[config.mk]
export PLATFORM = sky130hd
export DESIGN_NAME = bhpq_seq
export DESIGN_NICKNAME = d
export VERILOG_FILES = /design/src/bhpq_pkg.sv /design/src/bhpq_seq.sv
export VERILOG_INCLUDE_DIRS = /design/src /design/src/src
export SDC_FILE = /design/constraint.sdc
export NUM_CORES = 1
export LEC_CHECK = 0
export BUFFER_PORTS_ARGS = -buffer_cell sky130_fd_sc_hd__buf_2
export CAP_MARGIN = 20
export CORE_MARGIN = 3
export CORE_UTILIZATION = 61
export CTS_BUF_LIST = sky130_fd_sc_hd__clkbuf_8
export CTS_CLUSTER_SIZE = 10
export DETAILED_ROUTE_END_ITERATION = 16
export GPL_ROUTABILITY_DRIVEN = 0
export GPL_TIMING_DRIVEN = 0
export PLACE_DENSITY = 0.91
export REMOVE_ABC_BUFFERS = 1
export SKIP_LAST_GASP = 1
export SYNTH_ARGS = -nofsm -noshare
export SYNTH_HDL_FRONTEND = slang
export SYNTH_SLANG_ARGS = --single-unit
[constraint.sdc]
create_clock -name clk -period 12.4 [get_ports clk]
set_input_delay 0.62 -clock clk [delete_from_list [all_inputs] [get_ports clk]]
set_output_delay 0.62 -clock clk [all_outputs]
set_load 0.03 [all_outputs]
[src/binary_heap_priority_queue_core_defines.svh]
// ----------------------------------------------------------------------------
// Assertion macros for the binary heap priority queue
// Shared property wrappers; clk and rst_n must be in scope at the use site.
// ----------------------------------------------------------------------------
`ifndef BINARY_HEAP_PRIORITY_QUEUE_CORE_DEFINES_SVH
`define BINARY_HEAP_PRIORITY_QUEUE_CORE_DEFINES_SVH

// Same-cycle implication.
`define BHPQ_ASSERT_NOW(lbl, ante, cons, msg) \
  lbl: assert property (@(posedge clk) disable iff (!rst_n) (ante) |-> (cons)) \
    else $error(msg);

// Next-cycle implication.
`define BHPQ_ASSERT_NEXT(lbl, ante, cons, msg) \
  lbl: assert property (@(posedge clk) disable iff (!rst_n) (ante) |=> (cons)) \
    else $error(msg);

`endif

[src/bhpq_pkg.sv]
// ----------------------------------------------------------------------------
// bhpq_pkg
// Shared types, sizes and codes of the binary heap priority queue.
// ----------------------------------------------------------------------------
`timescale 1ns / 1ps

package bhpq_pkg;

  localparam int HEAP_SLOTS = 256;
  localparam int TAG_BITS   = 8;
  localparam int ADDR_W     = $clog2(HEAP_SLOTS);
  localparam int CNT_W      = ADDR_W + 1;

  localparam logic [CNT_W-1:0] CAPACITY = CNT_W'(HEAP_SLOTS - 1);

  localparam logic [1:0] OP_INSERT  = 2'd0;
  localparam logic [1:0] OP_EXTRACT = 2'd1;
  localparam logic [1:0] OP_UPDATE  = 2'd2;
  localparam logic [1:0] OP_CLEAR   = 2'd3;

  localparam logic [1:0] ST_OK      = 2'd0;
  localparam logic [1:0] ST_EMPTY   = 2'd1;
  localparam logic [1:0] ST_FULL    = 2'd2;
  localparam logic [1:0] ST_MISSING = 2'd3;

  typedef struct packed {
    logic [1:0]  op;
    logic [7:0]  tag;
    logic [31:0] cost;
  } in_item_t;

  typedef struct packed {
    logic [7:0]  out_tag;
    logic [31:0] out_cost;
    logic [1:0]  status;
    logic [7:0]  entries;
  } out_item_t;

  typedef struct packed {
    logic [31:0]         cost;
    logic [TAG_BITS-1:0] tag;
  } entry_t;

  localparam int ENTRY_W = $bits(entry_t);

  typedef struct packed {
    logic              wr_en;
    logic [ADDR_W-1:0] wr_addr;
    entry_t            wr_data;
    logic              rd_en;
    logic [ADDR_W-1:0] rd_addr;
  } mem_req_t;

  typedef struct packed {
    logic idle;
    logic res_valid;
  } seq_stat_t;

endpackage

[src/bhpq_seq.sv]
// ----------------------------------------------------------------------------
// bhpq_seq
// Operation sequencer: tag search, sift up and sift down over the heap RAM.
// ----------------------------------------------------------------------------
`timescale 1ns / 1ps
`include "binary_heap_priority_queue_core_defines.svh"

module bhpq_seq
  import bhpq_pkg::*;
(
  input  logic      clk,
  input  logic      rst_n,
  input  logic      start,
  input  in_item_t  item,
  input  logic      res_ack,
  input  entry_t    rd_data,
  output mem_req_t  mem_req,
  output seq_stat_t stat,
  output out_item_t res
);

  localparam logic [3:0] S_IDLE     = 4'd0;
  localparam logic [3:0] S_EXT_ROOT = 4'd1;
  localparam logic [3:0] S_EXT_LAST = 4'd2;
  localparam logic [3:0] S_SRCH     = 4'd3;
  localparam logic [3:0] S_RISE_RD  = 4'd4;
  localparam logic [3:0] S_RISE_CMP = 4'd5;
  localparam logic [3:0] S_SINK_RD  = 4'd6;
  localparam logic [3:0] S_SINK_L   = 4'd7;
  localparam logic [3:0] S_SINK_R   = 4'd8;
  localparam logic [3:0] S_FIN      = 4'd9;

  logic [3:0]          state_r, state_nxt;
  logic [CNT_W-1:0]    count_r, count_nxt;
  logic [CNT_W-1:0]    pos_r, pos_nxt;
  logic [31:0]         c_r, c_nxt;
  logic [TAG_BITS-1:0] t_r, t_nxt;
  entry_t              left_r, left_nxt;
  logic [TAG_BITS-1:0] res_tag_r, res_tag_nxt;
  logic [31:0]         res_cost_r, res_cost_nxt;
  logic [1:0]          res_status_r, res_status_nxt;

  // shared cost comparator
  logic [31:0] cmp_a, cmp_b;
  logic        cmp_lt, cmp_eq;

  // sift-down child pick
  entry_t           child;
  logic [CNT_W-1:0] child_idx;
  logic [CNT_W-1:0] kid;
  logic             right_lt;

  assign kid      = pos_r << 1;
  assign right_lt = rd_data.cost < left_r.cost;

  always_comb begin
    if (state_r == S_SINK_R && right_lt) begin
      child     = rd_data;
      child_idx = kid | CNT_W'(1);
    end else if (state_r == S_SINK_R) begin
      child     = left_r;
      child_idx = kid;
    end else begin
      child     = rd_data;
      child_idx = kid;
    end
  end

  always_comb begin
    case (state_r)
      S_SINK_L, S_SINK_R: begin
        cmp_a = child.cost;
        cmp_b = c_r;
      end
      default: begin
        cmp_a = c_r;
        cmp_b = rd_data.cost;
      end
    endcase
  end

  assign cmp_lt = cmp_a < cmp_b;
  assign cmp_eq = cmp_a == cmp_b;

  always_comb begin
    state_nxt      = state_r;
    count_nxt      = count_r;
    pos_nxt        = pos_r;
    c_nxt          = c_r;
    t_nxt          = t_r;
    left_nxt       = left_r;
    res_tag_nxt    = res_tag_r;
    res_cost_nxt   = res_cost_r;
    res_status_nxt = res_status_r;
    mem_req        = '0;

    case (state_r)
      S_IDLE: begin
        if (start) begin
          res_tag_nxt    = '0;
          res_cost_nxt   = '0;
          res_status_nxt = ST_OK;
          c_nxt          = item.cost;
          t_nxt          = TAG_BITS'(item.tag);
          case (item.op)
            OP_INSERT: begin
              if (count_r >= CAPACITY) begin
                res_status_nxt = ST_FULL;
                state_nxt      = S_FIN;
              end else begin
                count_nxt = count_r + CNT_W'(1);
                pos_nxt   = count_r + CNT_W'(1);
                state_nxt = S_RISE_RD;
              end
            end
            OP_EXTRACT: begin
              if (count_r == '0) begin
                res_status_nxt = ST_EMPTY;
                state_nxt      = S_FIN;
              end else begin
                mem_req.rd_en   = 1'b1;
                mem_req.rd_addr = ADDR_W'(1);
                state_nxt       = S_EXT_ROOT;
              end
            end
            OP_UPDATE: begin
              if (count_r == '0) begin
                res_status_nxt = ST_MISSING;
                state_nxt      = S_FIN;
              end else begin
                mem_req.rd_en   = 1'b1;
                mem_req.rd_addr = ADDR_W'(1);
                pos_nxt         = CNT_W'(1);
                state_nxt       = S_SRCH;
              end
            end
            default: begin
              count_nxt = '0;
              state_nxt = S_FIN;
            end
          endcase
        end
      end

      S_EXT_ROOT: begin
        res_tag_nxt     = rd_data.tag;
        res_cost_nxt    = rd_data.cost;
        mem_req.rd_en   = 1'b1;
        mem_req.rd_addr = count_r[ADDR_W-1:0];
        state_nxt       = S_EXT_LAST;
      end

      S_EXT_LAST: begin
        c_nxt     = rd_data.cost;
        t_nxt     = rd_data.tag;
        count_nxt = count_r - CNT_W'(1);
        pos_nxt   = CNT_W'(1);
        state_nxt = (count_r == CNT_W'(1)) ? S_FIN : S_SINK_RD;
      end

      // one slot per cycle; read of the next slot overlaps the tag compare
      S_SRCH: begin
        if (rd_data.tag == t_r) begin
          if (cmp_eq) begin
            mem_req.wr_en   = 1'b1;
            mem_req.wr_addr = pos_r[ADDR_W-1:0];
            mem_req.wr_data = '{cost: c_r, tag: t_r};
            state_nxt       = S_FIN;
          end else if (cmp_lt) begin
            state_nxt = S_RISE_RD;
          end else begin
            state_nxt = S_SINK_RD;
          end
        end else if (pos_r == count_r) begin
          res_status_nxt = ST_MISSING;
          state_nxt      = S_FIN;
        end else begin
          mem_req.rd_en   = 1'b1;
          mem_req.rd_addr = ADDR_W'(pos_r + CNT_W'(1));
          pos_nxt         = pos_r + CNT_W'(1);
        end
      end

      S_RISE_RD: begin
        if (pos_r > CNT_W'(1)) begin
          mem_req.rd_en   = 1'b1;
          mem_req.rd_addr = ADDR_W'(pos_r >> 1);
          state_nxt       = S_RISE_CMP;
        end else begin
          mem_req.wr_en   = 1'b1;
          mem_req.wr_addr = pos_r[ADDR_W-1:0];
          mem_req.wr_data = '{cost: c_r, tag: t_r};
          state_nxt       = S_FIN;
        end
      end

      S_RISE_CMP: begin
        mem_req.wr_en   = 1'b1;
        mem_req.wr_addr = pos_r[ADDR_W-1:0];
        if (cmp_lt) begin
          // parent strictly greater: pull it down
          mem_req.wr_data = rd_data;
          pos_nxt         = pos_r >> 1;
          state_nxt       = S_RISE_RD;
        end else begin
          mem_req.wr_data = '{cost: c_r, tag: t_r};
          state_nxt       = S_FIN;
        end
      end

      S_SINK_RD: begin
        if (pos_r <= (count_r >> 1)) begin
          mem_req.rd_en   = 1'b1;
          mem_req.rd_addr = kid[ADDR_W-1:0];
          state_nxt       = S_SINK_L;
        end else begin
          mem_req.wr_en   = 1'b1;
          mem_req.wr_addr = pos_r[ADDR_W-1:0];
          mem_req.wr_data = '{cost: c_r, tag: t_r};
          state_nxt       = S_FIN;
        end
      end

      S_SINK_L, S_SINK_R: begin
        if (state_r == S_SINK_L && kid < count_r) begin
          // right child exists: fetch it before deciding
          left_nxt        = rd_data;
          mem_req.rd_en   = 1'b1;
          mem_req.rd_addr = ADDR_W'(kid | CNT_W'(1));
          state_nxt       = S_SINK_R;
        end else begin
          mem_req.wr_en   = 1'b1;
          mem_req.wr_addr = pos_r[ADDR_W-1:0];
          if (cmp_lt) begin
            mem_req.wr_data = child;
            pos_nxt         = child_idx;
            state_nxt       = S_SINK_RD;
          end else begin
            mem_req.wr_data = '{cost: c_r, tag: t_r};
            state_nxt       = S_FIN;
          end
        end
      end

      S_FIN: begin
        if (res_ack) begin
          state_nxt = S_IDLE;
        end
      end

      default: begin
        state_nxt = S_IDLE;
      end
    endcase
  end

  always_ff @(posedge clk) begin
    if (!rst_n) begin
      state_r <= S_IDLE;
      count_r <= '0;
    end else begin
      state_r <= state_nxt;
      count_r <= count_nxt;
    end
  end

  always_ff @(posedge clk) begin
    pos_r        <= pos_nxt;
    c_r          <= c_nxt;
    t_r          <= t_nxt;
    left_r       <= left_nxt;
    res_tag_r    <= res_tag_nxt;
    res_cost_r   <= res_cost_nxt;
    res_status_r <= res_status_nxt;
  end

  assign stat.idle      = state_r == S_IDLE;
  assign stat.res_valid = state_r == S_FIN;

  assign res.out_tag  = 8'(res_tag_r);
  assign res.out_cost = res_cost_r;
  assign res.status   = res_status_r;
  assign res.entries  = 8'(count_r);

  `BHPQ_ASSERT_NOW(a_count_cap, 1'b1, count_r <= CAPACITY, "entry count above capacity")
  `BHPQ_ASSERT_NOW(a_wr_in_heap, mem_req.wr_en,
    (CNT_W'(mem_req.wr_addr) != '0) && (CNT_W'(mem_req.wr_addr) <= count_r),
    "heap write outside occupied slots")
  `BHPQ_ASSERT_NOW(a_empty_status, stat.res_valid && (res.status == ST_EMPTY),
    count_r == '0, "empty status with entries present")
  `BHPQ_ASSERT_NOW(a_full_status, stat.res_valid && (res.status == ST_FULL),
    count_r == CAPACITY, "full status below capacity")
  `BHPQ_ASSERT_NEXT(a_clear_empties, start && stat.idle && (item.op == OP_CLEAR),
    count_r == '0, "clear left entries behind")

endmodule

## Yosys cells after proc, flatten, opt, wreduce, memory -nomap -nowiden

Index checks and enable logic that the tools add are counted.

- Register bits after elaboration: 144

- $add $sub $neg: 3
- Magnitude comparators: 6
- Eq/ne operators: 28
- Mux-type cells: 68
- Reduce and logical (&&, ||, !) cells: 18

Operators with widths:

| kind | count |
|---|---|
| $mux W49 | 5 |
| $pmux W49 S5 | 1 |
| $mux W40 | 4 |
| $mux W9 | 17 |
| $mux W32 | 4 |
| $pmux W32 S2 | 2 |
| $lt A32 B32 Y1 | 2 |
| $mux W4 | 14 |
| $pmux W9 S2 | 3 |
| $pmux W9 S6 | 1 |
| $pmux W9 S5 | 1 |
| $pmux W4 S9 | 1 |
| $eq A32 B32 Y1 | 1 |
| $pmux W8 S2 | 2 |
| $add A9 B1 Y9 const B | 2 |
| $ne A2 B2 Y1 const B | 9 |
| $eq A4 B3 Y1 const B | 4 |
| $mux W8 | 2 |
| $mux W2 | 6 |
| $pmux W4 S3 | 1 |
| $reduce_and A10 Y1 | 1 |
| $eq A9 B1 Y1 const B | 1 |
| $eq A9 B9 Y1 | 1 |
| $ge A9 B8 Y1 const B | 1 |
| other kinds (25) | 37 |

## Depth between registers and ports, before layout

Gate-level depths: netlist of run 1.

- Depth after elaboration: 9
- Depth in mapped cells: 21
- Gate-level depth less buffers: 17

## Least setup slack after synthesis of run 1

Ideal clock, no wire load.

- Path kind: input -> output
- From: input rd_data[31] in the netlist's numbering
- To: output mem_req[10] in the netlist's numbering
- Arrival time: 5.018 ns
- Data required time: 11.780 ns
- Setup slack: 6.762 ns
- Stages: 20
- Path through: ha_1 > a21oi_1 > o21ai_0 > a221oi_1 > nand2_1 > o21bai_1 > clkbuf_1 > buf_1 > mux2i_1 > a21oi_1 > ha_1 > a21oi_1 > o21ai_0 > a221o_1 > o31ai_1 > nand2b_1 > clkbuf_1 > a221o_1 > buf_6 > a221o_1

RTL lines:

| what | line | source |
|---|---|---|
| start, declared | bhpq_seq.sv:16 | `input entry_t rd_data,` |
| end, declared | bhpq_seq.sv:17 | `output mem_req_t mem_req,` |

==> results of run 1 <==
==> layout make-up <==
cell class | count | area, µm² | area share (%)
multi-input cells | 835 | 5690 | 46.9
flip-flops and latches | 144 | 4190 | 34.6
repair buffers | 217 | 1330 | 10.9
well taps | 220 | 275 | 2.27
inverters | 63 | 236 | 1.95
clock buffers | 17 | 234 | 1.93
clock inverters | 13 | 171 | 1.41
diodes | 1 | 2.50 | 0.0206
==> cells in the final DEF (no fill, tap or decap), types with 17 or more instances in the layout <==
| master | synthesis | routed |
|---|---|---|
| sky130_fd_sc_hd__and2_1 | 46 | 46 |
| sky130_fd_sc_hd__o21ai_0 | 29 | 29 |
| sky130_fd_sc_hd__mux2i_1 | 65 | 65 |
| sky130_fd_sc_hd__buf_2 | 0 | 195 |
| sky130_fd_sc_hd__inv_1 | 63 | 63 |
| sky130_fd_sc_hd__nand3_1 | 19 | 19 |
| sky130_fd_sc_hd__nand2_1 | 175 | 173 |
| sky130_fd_sc_hd__nor3_1 | 59 | 57 |
| sky130_fd_sc_hd__nor2_1 | 66 | 65 |
| sky130_fd_sc_hd__ha_1 | 82 | 82 |
| sky130_fd_sc_hd__a21oi_1 | 73 | 73 |
| sky130_fd_sc_hd__a221o_1 | 49 | 48 |
| sky130_fd_sc_hd__clkbuf_8 | 0 | 17 |
| sky130_fd_sc_hd__edfxtp_1 | 131 | 131 |
==> how the worst min path moves through the flow <==
stage	startpoint	end	slack [ps]	cells after the start
floorplan	count_r[8]	count_r[8]	580	3
global placement	count_r[7]	count_r[7]	610	2
detailed placement	count_r[7]	count_r[7]	610	2
CTS	rd_data[0]	left_r[0]	370	1
global route	rd_data[5]	left_r[5]	370	1
finish	rd_data[0]	left_r[0]	390	1
==> critical path, delay by kind of cell, from the launching register on <==
| family | cells | cell delay, ps |
|---|---|---|
| simple gates | 5 | 2180 |
| mux | 1 | 170 |
| buf+inv | 4 | 810 |
| flops | 1 | 360 |
| compound gates | 7 | 2410 |
| fa+ha+maj | 2 | 630 |
==> sequential cells by signal (all words and copies together) (netlist names) <==
signal / flops
left_r: 40
res_status_r: 2
count_r: 9
res_tag_r: 8
res_cost_r: 32
pos_r: 9
c_r: 32
state_r: 4
t_r: 8
==> routing by layer <==
metal	GRT usage (%)	wire, µm	part of all wire (%)
met2	51.5	14300	47
met4	12.6	985	3.3
met5	0	0	0
met1	41.4	11900	39
met3	6.58	2980	9.9
==> report_power, final <==
| part | internal, µW | switching (µW) | total [µW] |
|---|---|---|---|
| Sequential | 760 | 155 | 915 |
| Combinational | 529 | 1050 | 1570 |
| Clock | 214 | 189 | 403 |
| Total | 1500 | 1390 | 2890 |
==> logic make-up after synthesis <==
kind of cell / share of synthesized area [%]
AO/OA/AOI/OAI: 16.3
adder cells (fa/ha/maj): 9.84
multiplexers: 6.46
buffers and inverters: 5.72
XOR/XNOR: 2.52
AND/OR/NAND/NOR: 18.9
flip-flops: 40.2
==> through the flow <==
stage | setup TNS [ps] | setup slack [ps] | hold WS, ps
detailed placement | 0 | 5040 | 610
global route | 0 | 4430 | 369
floorplan | 0 | 2280 | 579
global placement | -77960 | -2010 | 609
finish | 0 | 4710 | 386
CTS | 0 | 4920 | 370
==> tab_implementation.tex, run 1 <==
\begin{tabular}{lr}
\hline
Metric & Value \\
\hline
\multicolumn{2}{l}{\textbf{Worst setup path}} \\
\quad CP max FO & 40 \\
\quad WP data arrival & 7070 ps \\
\quad Crit path required time & 11780 ps \\
\quad Setup crit end kind & output port \\
\quad Worst flop-to-flop path startpoint & left\_r[38] \\
\quad Critical path, cell by cell & inv\_1 -> ha\_1 -> nand4\_1 -> nor4\_1 -> o211ai\_1 -> a31oi\_1 -> o21bai\_4 -> buf\_12 -> mux2i\_1 -> a21oi\_1 -> ha\_1 -> nand4\_1 -> nor4\_1 -> o31ai\_1 -> nand2b\_2 -> buf\_12 -> a221o\_2 -> a221o\_1 -> buf\_2 \\
\quad R2r worst-path depth & 19 \\
\quad Crit path capture & mem\_req[48] \\
\quad Reg-to-reg slack, setup & 6270 ps \\
\quad Cell with the largest stage delay on the worst path & sky130\_fd\_sc\_hd\_\_a221o\_2 \\
\quad Source of the critical timing path & left\_r[38] \\
\quad Worst Path Class, Setup & reg2out \\
\quad Slowest cell delay on critical path & 870 ps \\
\quad Reg-to-reg critical path endpoint & pos\_r[3] \\
\quad Startpoint kind of the worst setup timing path & register \\
\multicolumn{2}{l}{\textbf{Final layout}} \\
\quad Count of nets after finishing & 1446 \\
\quad Design Area, Final & 12100 µm² \\
\quad Non-Filler Instances & 1510 \\
\quad Area delta synth->final & 16.3\% \\
\quad Fraction of final layout cells sized beyond drive strength 1 & 20.5\% \\
\quad Layout fillers & 1176 \\
\quad Final standard cell utilization of the core & 72.9\% \\
\multicolumn{2}{l}{\textbf{Synth}} \\
\quad Yosys top cell by area & sky130\_fd\_sc\_hd\_\_edfxtp\_1 \\
\quad Register area share after synthesis & 40.2\% \\
\quad Total of flip-flops plus latches after synthesis & 144 \\
\quad Library cell with the highest instance count after synthesis & sky130\_fd\_sc\_hd\_\_nand2\_1 \\
\quad Number of synthesized flops with an enable pin & 131 \\
\quad Area share of the leading cell type in the synthesized netlist & 37.7\% \\
\quad Synth warn & 0 \\
\quad Fraction of registers with async set or reset after synthesis & 0\% \\
\quad Mapped Avg Cell Area & 9.29 µm² \\
\quad Summed instance area of the synthesized netlist & 10400 µm² \\
\quad Main synth FF type & sky130\_fd\_sc\_hd\_\_edfxtp\_1 \\
\quad Gate count of the mapped netlist & 1122 \\
\quad Count of unique library cells instantiated by Yosys & 65 \\
\quad List of most frequent post-synthesis cells & sky130\_fd\_sc\_hd\_\_nand2\_1, sky130\_fd\_sc\_hd\_\_edfxtp\_1, sky130\_fd\_sc\_hd\_\_ha\_1 \\
\quad Dominant cells by area after synthesis & sky130\_fd\_sc\_hd\_\_edfxtp\_1, sky130\_fd\_sc\_hd\_\_ha\_1, sky130\_fd\_sc\_hd\_\_nand2\_1 \\
\multicolumn{2}{l}{\textbf{Route}} \\
\quad First-pass detailed-route iteration total & 8 \\
\quad Drt via density & 6.40 \\
\quad Routed Wire Length & 30100 µm \\
\quad Count of unresolved DRC violations after routing & 0 \\
\quad Via count of the routed design & 9669 \\
\quad WL/cell & 19.9 µm \\
\quad DRT antenna net count & 0 \\
\quad Count of routing violations after the opening detailed-route iteration & 1233 \\
\multicolumn{2}{l}{\textbf{Clock tree}} \\
\quad Clock input transition at the sequential cells of the worst setup and hold paths & 90 ps \\
\quad Number of buffers on the longest clock path & 2 \\
\quad Later-pin clock latency in the skew report & 470 ps \\
\quad Post-CTS Repair Setup Buffers & 0 \\
\quad Clock Sink Count & 144 \\
\quad Htree depth & 4 \\
\quad Hold-fix buffer count after cts & 0 \\
\quad CTS root buf & sky130\_fd\_sc\_hd\_\_clkbuf\_8 \\
\quad Number of resized instances in the post-cts repair step & 0 \\
\quad Num CTS Buffers & 17 \\
\quad Clock tree from TritonCTS & done \\
\multicolumn{2}{l}{\textbf{STA}} \\
\quad Slew HR & 32.5\% \\
\quad Final Hold Viols & 0 \\
\quad Min Clock Period, post-route & 7690 ps \\
\quad Least-Margin Pin Slew & 1010 ps \\
\quad RSZ-0062 raised after global routing & false \\
\quad Fin crit share & 62.0\% \\
\quad Highest attainable clock frequency & 0.130 GHz \\
\quad Clock skew after layout & 13.0 ps \\
\quad Max-slew violation total from the final report & 0 \\
\quad Final Setup Violations & 0 \\
\multicolumn{2}{l}{\textbf{Hold path}} \\
\quad Class of the tightest hold or removal check & in2reg \\
\multicolumn{2}{l}{\textbf{Placed design}} \\
\quad Half-perimeter wire length after detailed placement & 21100 µm \\
\quad Cell Count Post-Placement & 1479 \\
\quad Number of I/O port buffers & 195 \\
\quad Placement Cell Area & 11700 µm² \\
\multicolumn{2}{l}{\textbf{Power and ir drop}} \\
\quad Total power of the final layout & 2890 µW \\
\quad Power density over the cells & 239 nW/µm² \\
\quad Leakage power figure & 0.00540 µW \\
\quad Maximum resistive drop on vdd & 0.222 mV \\
\multicolumn{2}{l}{\textbf{GRT}} \\
\quad Largest net degree at the start of global routing & 41 \\
\quad First-pass GRT wire length & 46500 µm \\
\quad Total global-route track usage & 31.6\% \\
\quad Aggregate global routing overflow & 0 \\
\quad Number of antenna violations at the first check in global routing & 1 \\
\quad Vias in the first global route & 9044 \\
\multicolumn{2}{l}{\textbf{Job}} \\
\quad Count of max-cap constraint violations & 0 \\
\multicolumn{2}{l}{\textbf{Die}} \\
\quad Die H & 137 µm \\
\quad Effective utilization at floorplan & 62.6\% \\
\quad Count of boundary I/O pins & 196 \\
\quad Die footprint & 18700 µm² \\
\quad DIE WIDTH & 137 µm \\
\quad Placeable core area & 16600 µm² \\
\quad Standard-cell row count & 47 \\
\multicolumn{2}{l}{\textbf{Status}} \\
\quad Status & completed \\
\hline
\end{tabular}
(Power assumes the default switching activity.)
==> run 2: changes to the inputs <==
ABC_AREA = 1   (was not set)
CORE_UTILIZATION = 53   (was 61)
PLACE_DENSITY = 0.83   (was 0.91)
clock period = 6.6 ns   (was 12.4 ns; I/O delays follow)
==> run 2 against run 1 <==
Compared with the run above: combinational power increased by 140%; hold slack worse by 300 ps; cell count is 30% higher; register-to-register slack got worse by 5300 ps; clock-buffer cell count did not move; global-route usage down 2.1 points; design area increased by 4.7%; area after synthesis grew 5.9%; via count is 15% higher; sequential power is 90% higher; routed wire length grew 12%.
==> tab_implementation.tex, run 2 <==
\begin{tabular}{lr}
\hline
Metric & Value \\
\hline
\multicolumn{2}{l}{\textbf{Status}} \\
\quad Status & completed \\
\multicolumn{2}{l}{\textbf{Die}} \\
\quad Placeable core area & 20400 µm² (+22\%) \\
\quad Die footprint & 22600 µm² (+21\%) \\
\quad Die H & 150 µm (+10\%) \\
\quad Effective utilization at floorplan & 54.2\% (-8.4 points) \\
\quad DIE WIDTH & 150 µm (+10\%) \\
\quad Count of boundary I/O pins & 196 (unchanged) \\
\quad Standard-cell row count & 52 (+11\%) \\
\multicolumn{2}{l}{\textbf{Synth}} \\
\quad Compound-cell area share of the yosys netlist & 14.6\% (-1.7 points) \\
\quad Post-synthesis share of cell area spent on xor and xnor gates & 1.11\% (-1.4 points) \\
\quad List of most frequent post-synthesis cells & sky130\_fd\_sc\_hd\_\_nand2\_1, sky130\_fd\_sc\_hd\_\_inv\_1, sky130\_fd\_sc\_hd\_\_o21ai\_0 \\
\quad Number of synthesized flops with an enable pin & 131 (unchanged) \\
\quad Total of flip-flops plus latches after synthesis & 144 (unchanged) \\
\quad Main synth FF type & sky130\_fd\_sc\_hd\_\_edfxtp\_1 \\
\quad Adder-cell share of the synthesized area & 9.29\% (-0.55 points) \\
\quad Synth warn & 0 (unchanged) \\
\quad Dominant cells by area after synthesis & sky130\_fd\_sc\_hd\_\_edfxtp\_1, sky130\_fd\_sc\_hd\_\_nand2\_1, sky130\_fd\_sc\_hd\_\_ha\_1 \\
\quad Register area share after synthesis & 38.0\% (-2.3 points) \\
\quad Mapped Avg Cell Area & 7.27 µm² (-22\%) \\
\quad Gate count of the mapped netlist & 1520 (+35\%) \\
\quad Share of cell area taken by muxes after synthesis & 0\% (-6.5 points) \\
\quad Summed instance area of the synthesized netlist & 11000 µm² (+5.9\%) \\
\quad Fraction of registers with async set or reset after synthesis & 0\% (unchanged) \\
\quad Library cell with the highest instance count after synthesis & sky130\_fd\_sc\_hd\_\_nand2\_1 \\
\quad Yosys top cell by area & sky130\_fd\_sc\_hd\_\_edfxtp\_1 \\
\quad Dominant combinational cell family by area after synthesis & simple AND/OR/NAND/NOR gates \\
\quad Count of unique library cells instantiated by Yosys & 44 (-32\%) \\
\quad Simple-gate area share of the yosys netlist & 27.5\% (+8.5 points) \\
\quad Area share of the leading cell type in the synthesized netlist & 35.6\% (-2.1 points) \\
\multicolumn{2}{l}{\textbf{Route}} \\
\quad Via count of the routed design & 11137 (+15\%) \\
\quad Count of unresolved DRC violations after routing & 0 (unchanged) \\
\quad Routed Wire Length & 33600 µm (+12\%) \\
\quad DRT antenna net count & 0 (unchanged) \\
\quad Count of routing violations after the opening detailed-route iteration & 1237 (+0.32\%) \\
\quad WL/cell & 17.2 µm (-14\%) \\
\quad First-pass detailed-route iteration total & 6 (-2) \\
\quad Drt via density & 5.69 (-11\%) \\
\multicolumn{2}{l}{\textbf{STA}} \\
\quad RSZ-0062 raised after global routing & false \\
\quad Final Hold Viols & 0 (unchanged) \\
\quad Clock skew after layout & 12.3 ps (-0.705 ps) \\
\quad Minimum hold slack & 82.9 ps (-303 ps) \\
\quad Slew HR & 33.7\% (+1.2 points) \\
\quad Highest attainable clock frequency & 0.166 GHz \\
\quad Worst setup slack after layout & 590 ps (-4120 ps) \\
\quad Max-slew violation total from the final report & 0 (unchanged) \\
\quad Min Clock Period, post-route & 6010 ps \\
\quad Least-Margin Pin Slew & 988 ps (-24.6 ps) \\
\quad Fin crit share & 91.1\% \\
\quad Final Setup Violations & 0 (unchanged) \\
\multicolumn{2}{l}{\textbf{GRT}} \\
\quad Number of antenna violations at the first check in global routing & 4 (+3) \\
\quad First-pass GRT wire length & 52700 µm (+13\%) \\
\quad Aggregate global routing overflow & 0 (unchanged) \\
\quad Largest net degree at the start of global routing & 85 (+110\%) \\
\quad Vias in the first global route & 10471 (+16\%) \\
\quad Total global-route track usage & 29.5\% (-2.1 points) \\
\multicolumn{2}{l}{\textbf{Job}} \\
\quad Count of max-cap constraint violations & 0 (unchanged) \\
\multicolumn{2}{l}{\textbf{Clock tree}} \\
\quad Later-pin clock latency in the skew report & 460 ps (about the same) \\
\quad Num CTS Buffers & 17 (unchanged) \\
\quad Number of buffers on the longest clock path & 2 (unchanged) \\
\quad Clock input transition at the sequential cells of the worst setup and hold paths & 90 ps (about the same) \\
\quad Clock tree from TritonCTS & done \\
\quad Clock Sink Count & 144 (unchanged) \\
\quad Htree depth & 4 (unchanged) \\
\quad CTS root buf & sky130\_fd\_sc\_hd\_\_clkbuf\_8 \\
\quad Hold-fix buffer count after cts & 0 (unchanged) \\
\multicolumn{2}{l}{\textbf{Final layout}} \\
\quad Final standard cell utilization of the core & 62.3\% (-11 points) \\
\quad Commonest non-fill, non-tap cell in the layout & sky130\_fd\_sc\_hd\_\_nand2\_1 \\
\quad Biggest registers after layout & left\_r (40), c\_r (32), res\_cost\_r (32) \\
\quad Count of nets after finishing & 1839 (+27\%) \\
\quad Area delta synth->final & 14.9\% \\
\quad Flip-flop count of the largest register after layout & 40 (unchanged) \\
\quad Fraction of final layout cells sized beyond drive strength 1 & 16.3\% (-4.2 points) \\
\quad Top library cells by usage in the layout, fill and taps aside & sky130\_fd\_sc\_hd\_\_nand2\_1, sky130\_fd\_sc\_hd\_\_buf\_2, sky130\_fd\_sc\_hd\_\_inv\_1 \\
\quad Reg with most FFs & left\_r \\
\multicolumn{2}{l}{\textbf{Power and ir drop}} \\
\quad Leakage power figure & 0.00627 µW (+16\%) \\
\quad Maximum resistive drop on vdd & 0.317 mV (+43\%) \\
\quad Power density over the cells & 496 nW/µm² (+110\%) \\
\multicolumn{2}{l}{\textbf{Worst setup path}} \\
\quad Reg-to-reg slack, setup & 970 ps (-5300 ps) \\
\quad Setup crit end kind & output port \\
\quad Worst Path Class, Setup & reg2out \\
\quad Startpoint kind of the worst setup timing path & register \\
\quad CP max FO & 39 (-2.5\%) \\
\quad Crit path required time & 6270 ps (-5510 ps) \\
\quad WP data arrival & 5680 ps (-1390 ps) \\
\multicolumn{2}{l}{\textbf{Placed design}} \\
\quad Worst slack at placement & 9.93 ps (-5030 ps) \\
\quad Half-perimeter wire length after detailed placement & 23500 µm (+11\%) \\
\quad Number of I/O port buffers & 195 (unchanged) \\
\multicolumn{2}{l}{\textbf{Hold path}} \\
\quad Class of the tightest hold or removal check & in2reg \\
\hline
\end{tabular}
## run 2: what timing repair did
| item | CTS | global route |
|---|---|---|
| setup endpoints to repair | 39 | 45 |
| pin swaps | 2 | 0 |
| buffers inserted | 2 | 3 |
| gates resized for setup | 2 | 5 |
| cloned | 1 | 0 |
## run 2: where the power goes
group | leakage, µW | switching (µW) | internal [µW]
Sequential | 0.00136 | 265 | 1470
Combinational | 0.00472 | 2700 | 1110
Clock | 0.000197 | 376 | 370
## run 2: final timing paths
check,start,to,cells after the start
worst max-delay path,left_r[39],mem_req[21],26
worst min register to register,count_r[5],count_r[5],2
worst max register to register,left_r[39],pos_r[6],25
worst min-delay path,rd_data[8],left_r[8],1
## run 2: cell families (layout without fill, tap and decap cells)
group                      Yosys count  after routing
adders and majority gates           82             82
DFF                                144            144
other                                0              3
AOI/OAI and AO/OA                  290            291
and+or+nand+nor                    733            733
buffers and inverters              257            420
xor gates and xnor gates            14             14
## run 2: final cells by class
type	count	area (µm²)
clock buffers	17	234
inverters	180	679
multi-input cells	1120	5870
flip-flops and latches	144	4190
well taps	270	338
repair buffers	208	1200
fillers	1834	7670
diodes	3	7.51
clock inverters	15	169
## run 2: per-stage QoR
| stage | std cells | instance area [µm²] | power, µW | TNS [ps] |
|---|---|---|---|---|
| floorplan | 1443 | 10700 | 4270 | -8260 |
| global placement | 1908 | 12000 | 5300 | -191800 |
| detailed placement | 1916 | 12200 | 5460 | 0 |
| CTS | 1951 | 12600 | 6230 | 0 |
| global route | 1957 | 12700 | 6770 | 0 |
| finish | 1957 | 12700 | 6290 | 0 |
## run 2: worst max-delay path, stage by stage (launching register included)
cell and delay [ps]:
sky130_fd_sc_hd__edfxtp_1 340, sky130_fd_sc_hd__inv_1 50, sky130_fd_sc_hd__ha_1 290, sky130_fd_sc_hd__nand2_1 120
sky130_fd_sc_hd__nor4_4 510, sky130_fd_sc_hd__and3_1 280, sky130_fd_sc_hd__nand2_4 250, sky130_fd_sc_hd__nand2_2 280
sky130_fd_sc_hd__nand2_4 240, sky130_fd_sc_hd__nand2_1 160, sky130_fd_sc_hd__o21ai_2 80, sky130_fd_sc_hd__nand2_1 70
sky130_fd_sc_hd__nand2_1 60, sky130_fd_sc_hd__ha_1 310, sky130_fd_sc_hd__nand2_1 60, sky130_fd_sc_hd__inv_1 30
sky130_fd_sc_hd__nor2_1 60, sky130_fd_sc_hd__o21ai_0 90, sky130_fd_sc_hd__a21oi_1 230, sky130_fd_sc_hd__nand2_1 130
sky130_fd_sc_hd__nand2_1 130, sky130_fd_sc_hd__nand2_2 220, sky130_fd_sc_hd__o21ai_2 180, sky130_fd_sc_hd__nand2_4 380
sky130_fd_sc_hd__a22oi_1 290, sky130_fd_sc_hd__nand2_1 130, sky130_fd_sc_hd__buf_2 200
## run 2: per-layer routing
layer	routed length [µm]	track usage (%)	vias up
met1	13600	39.3	4995
met2	15400	46.9	657
met5	13	0	-
met3	3540	6.38	101
li1	-	-	5382
met4	1000	11.8	2
